[src/rtl/core/bba_ram.sv]
module bba_ram #(
   parameter int WIDTH = 8,
   parameter int DEPTH = 256
) (
   input  logic                     clock,
   input  logic                     wr_en,
   input  logic [$clog2(DEPTH)-1:0] wr_addr,
   input  logic [WIDTH-1:0]         wr_data,
   input  logic [$clog2(DEPTH)-1:0] rd_addr,
   output logic [WIDTH-1:0]         rd_data
);
   logic [WIDTH-1:0] mem [DEPTH];
   logic [WIDTH-1:0] rd_data_ff;

   // Single write port, registered read port
   always_ff @(posedge clock) begin
      if (wr_en) begin
         mem[wr_addr] <= wr_data;
      end
      rd_data_ff <= mem[rd_addr];
   end

   assign rd_data = rd_data_ff;
endmodule

[config.mk]
export PLATFORM = sky130hd
export DESIGN_NAME = bba_ram
export DESIGN_NICKNAME = d
export VERILOG_FILES = /design/src/rtl/core/bba_ram.sv
export SDC_FILE = /design/constraint.sdc
export NUM_CORES = 2
export LEC_CHECK = 0
export BUFFER_PORTS_ARGS = -buffer_cell sky130_fd_sc_hd__buf_2
export CAP_MARGIN = 20
export CORE_ASPECT_RATIO = 0.8
export CORE_MARGIN = 2
export CORE_UTILIZATION = 25
export CTS_CLUSTER_SIZE = 28
export DETAILED_ROUTE_END_ITERATION = 10
export GPL_ROUTABILITY_DRIVEN = 0
export GPL_TIMING_DRIVEN = 1
export SYNTH_ARGS = -nofsm -noshare
export SYNTH_HDL_FRONTEND = slang
export SYNTH_SLANG_ARGS = --single-unit
[constraint.sdc]
create_clock -name clock -period 1.9 [get_ports clock]
set_input_delay 0 -clock clock [delete_from_list [all_inputs] [get_ports clock]]
set_output_delay 0 -clock clock [all_outputs]
set_load 0.02 [all_outputs]
== Word-level counts from Yosys, hierarchy flattened ==
Memories as Yosys holds them, arrays and structs flattened. A register that Yosys moved wholly into a read port is not among the register bits.
Cells that the tools add are included.
Operators by class
  $lt $le $gt $ge: 0
  eq/ne operators: 0
  multipliers: 0
  reduce and logical (&&, ||, !) cells: 0
  bitwise gates (word level): 0
  div/mod/pow operators: 0
  add/subtract/negate cells: 0
  shift-type cells: 0
  muxes and demuxes: 2
Operators by type and width (number)
  $mux 1: 2
Word-level totals
  logic and storage cells: 3
  memory bits (writable): 2048
  register bits: 0
  bits in latches: 0
  bits in read-only memories: 0
  memories kept: 1
Memory list
  mem: depth 256, width 8, rd ports 1, clocked after Yosys merged registers in 1, write ports 1, line 12  | logic [WIDTH-1:0] mem [DEPTH];

== Longest topological paths before layout ==
  depth after elaboration: 2
  mapped depth: 11

== Least setup slack after synthesis ==
Ideal clock, no wire load.
  path kind: input to register
  from: input rd_addr[0]
  to: register rd_data_ff[2] (netlist: rd_data[2]) (read register of mem)
  arrival time: 1.807 ns
  stages on the path: 9
  library setup time: 0.131 ns
  data required time: 1.769 ns
  setup slack: -0.038 ns
  path buffers: 4
  cell sequence: buf_6 > buf_12 > buf_8 > buf_2 > mux4_2 > a22oi_1 > a21oi_1 > nor4_1 > nor4_2
RTL lines
  from (decl): line 9  | input logic [$clog2(DEPTH)-1:0] rd_addr,
  to (decl): line 13  | logic [WIDTH-1:0] rd_data_ff;

==> impl_metrics.yaml <==
grt:
  grt_max_degree: 106
  antenna_found_initial: 22
  grt-ovfl-total: 0
  grt_pass1_vias: 41600
  track_usage_pct: 13.1
  grt_pass1_wl_microns: 307000
synth:
  synthTopCellsByArea: "edfxtp_1 77%, mux4_2 13%, mux2i_1 1.7%"
  syn_avg_cell_area_sq_um: 21.3
  synth_xor_area_share_pct: 0
  synthAdderAreaFrac_pct: 0
  netlist_area_sq_mm: 0.0796
  synth_cells: 3733
  synth_edf_count: 2048
  synth_top_area_share_pct: 77.3
  ys_ff_latch: 2056
  synth_top_area_cell: "edfxtp_1"
  synth_top_family_by_area: "multiplexers"
  yosysWarnings: 0
  synth_cell_types: 55
  synth-main-ff-cell: "edfxtp_1"
  synthArstFlopShare_pct: 0
  synth_compound_area_share_pct: 3.42
  synthSimpleGateAreaFrac_pct: 2.63
  synth_nets: 3759
  muxShareOfSynthArea_pct: 14.6
  synth-seq-area-share_pct: 77.5
floorplanning:
  core_area_sq_mm: 0.317
  die-width_microns: 635
  rows: 185
  die-area_sq_mm: 0.323
  die_h_microns: 509
  pin_count: 34
  start_util_pct: 25.1
worst_setup_path:
  path_max_fanout: 1
  cp-end-kind: "register"
  path_buf_inv: 2
  crit_arrival_ns: 2.99
  cp-start-kind: "register"
  cpMostUsedCell: "buf_4"
  critPathTopFamily: "multiplexers"
  cp_cell_sequence: "mux4_2, a22o_1, a221oi_2, buf_4, o32ai_4, nor3_2, buf_4, nor4_4"
  cp_slowest_stage_delay_ns: 0.55
  required_ns: 2.61
  critPathKind: "reg -> reg"
  cp_slowest_cell: "mux4_2"
timing:
  relSlewSlack_pct: 45.8
  setup_viol: 8
  fin_crit_ns: 2.28
  layout_setup_ws_ns: -0.377
  max_slew.worst_pin.slew_ns: 0.810
  finalCritPeriodShare_pct: 120
  hold_viol_final: 0
  skew_ns: 0.0505
  max_freq_ghz: 0.439
  rsz0062_at_grt: "true"
  slew_violations: 0
layout:
  num-fill-cells: 30400
  final_cell_mix: "2048 x edfxtp_1, 672 x buf_4, 454 x mux4_2"
  drive_above_1_share_pct: 34.4
  seq_area_sq_mm: 0.0617
  post-route-util_pct: 30.6
  layout_commonest_cell: "edfxtp_1"
  multi_input_area_sq_mm: 0.0170
  nNetsFinal: 4541
  area_growth_syn_to_layout_pct: 22.1
cts:
  clk_pin_slew_worst_paths_ns: 0.07
  clock_latency_ns: 0.86
  tritoncts: "yes"
  htreeDepth: 4
  post_cts_buffers: 0
  cts_buffers: 189
  clock-sinks: 2056
  cts_root_buf: "clkbuf_16"
  cts_buffer_depth: 4
routing:
  via_per_inst: 4.72
  post_drt_wl_per_cell_microns: 24.2
  wirelength_microns: 214000
  vias: 41800
  drc: 0
  drt_iter0_markers: 5443
  drt_pass1_iterations: 5
  detail-route-antenna-nets: 0
job:
  max_cap_violations: 0
worst_hold_path:
  hold_class: "in -> reg"
power:
  irDropWorstVdd_v: 0.000712
  power_leakage_uw: 0.0308
  power_density_mw_per_mm2: 948
run_status:
  violations: "negative setup slack"
  outcome: "finished with violations"
placed_design:
  hpwl_microns: 142000
  dp_slack_ns: -1.25
  io_buffers: 33
[state kept, by name, summed over array words and instances, names as in the netlist]
register / count
rd_data: 8
mem: 2048
[cell families (layout without fill, tap and decap cells)]
kind of cell    after synthesis  in the layout
other cells                   0              2
mux                         591            591
compound gates              385            385
flops                      2056           2056
buf+inv                     235           1150
simple gates                466            466
[report_power, final]
group | total [uW] | internal [uW] | switching, uW
logic | 5760 | 2370 | 3380
registers | 50100 | 50000 | 109
clock network | 36200 | 19800 | 16500
total | 92100 | 72100 | 20000
[final cells by class]
| class | instances | share of cell area (%) |
|---|---|---|
| Antenna cell | 2 | 0.00515 |
| Clock buffer | 237 | 5.17 |
| Clock inverter | 87 | 0.689 |
| Inverter | 2 | 0.00773 |
| Multi-Input combinational cell | 1442 | 17.5 |
| Sequential cell | 2056 | 63.5 |
| Tap cell | 4207 | 5.42 |
| Timing Repair Buffer | 824 | 7.73 |
[cells in the mapped netlist (8+ instances only)]
library cell  number
edfxtp_1        2048
mux4_2           454
nor2_1           282
mux2i_1          134
a22oi_1          133
clkbuf_1         111
a21oi_1           96
o221ai_1          46
nand3_1           34
nand2_1           33
buf_2             31
nor2b_1           31
o22ai_1           28
buf_4             27
nor4_1            24
buf_1             22
nor3_1            22
buf_6             21
a211oi_1          16
a221oi_1          13
buf_8             13
nand4_1           10
o211ai_1          10
o21ai_0           10
a22o_1             8
buf_12             8
dfxtp_1            8
nand2b_1           8
[worst reg2reg max path: stages, from the launching register on]
cell and delay (ns):
edfxtp_1 0.36, mux4_2 0.55, a22o_1 0.26, a221oi_2 0.17
buf_4 0.22, o32ai_4 0.12, nor3_2 0.23, buf_4 0.19
nor4_4 0.04
[stage by stage]
step	TNS [ns]	std cells	power, uW	hold WS (ns)	area, sq um
after floorplan	0	3733	53500	0.0989	79600
after global placement	-14.28	8515	56600	0.299	90800
after detailed placement	-16.46	8515	56600	0.300	90800
after CTS	-2.38	8855	92700	0.00863	97000
after global routing	-2.57	8855	94800	0.0584	97200
final	-2.18	8857	92100	0.0502	97200
[path summary, 6_finish.rpt]
kind / start / end / slack [ns] / cells past startpoint
max: mem[83][6]$_DFFE_PP_ / rd_data[6]$_DFF_P_ / -0.38 / 8
min: wr_data[4] / mem[80][4]$_DFFE_PP_ / 0.05 / 2
max reg2reg: mem[83][6]$_DFFE_PP_ / rd_data[6]$_DFF_P_ / -0.38 / 8
min reg2reg: mem[41][3]$_DFFE_PP_ / rd_data[3]$_DFF_P_ / 1.10 / 7
[what timing repair did]
item | CTS | global route
endpoints found under the setup margin | 8 | 69
resized for setup | 66 | 32
hold buffers | 18 | 0
pin swaps | 21 | 16
endpoints found under the hold margin | 2123 | 0
cloned | 0 | 0
[per-layer routing]
metal  global-route usage, %  wire [microns]  up-vias
li1                        -               -    17200
met1                    19.5           94900    22300
met2                    19.3           94400     1929
met3                    2.94           21000      284
met4                    2.70            4220        4
met5                       0              18        -
Power figures use the tool's default switching activity.
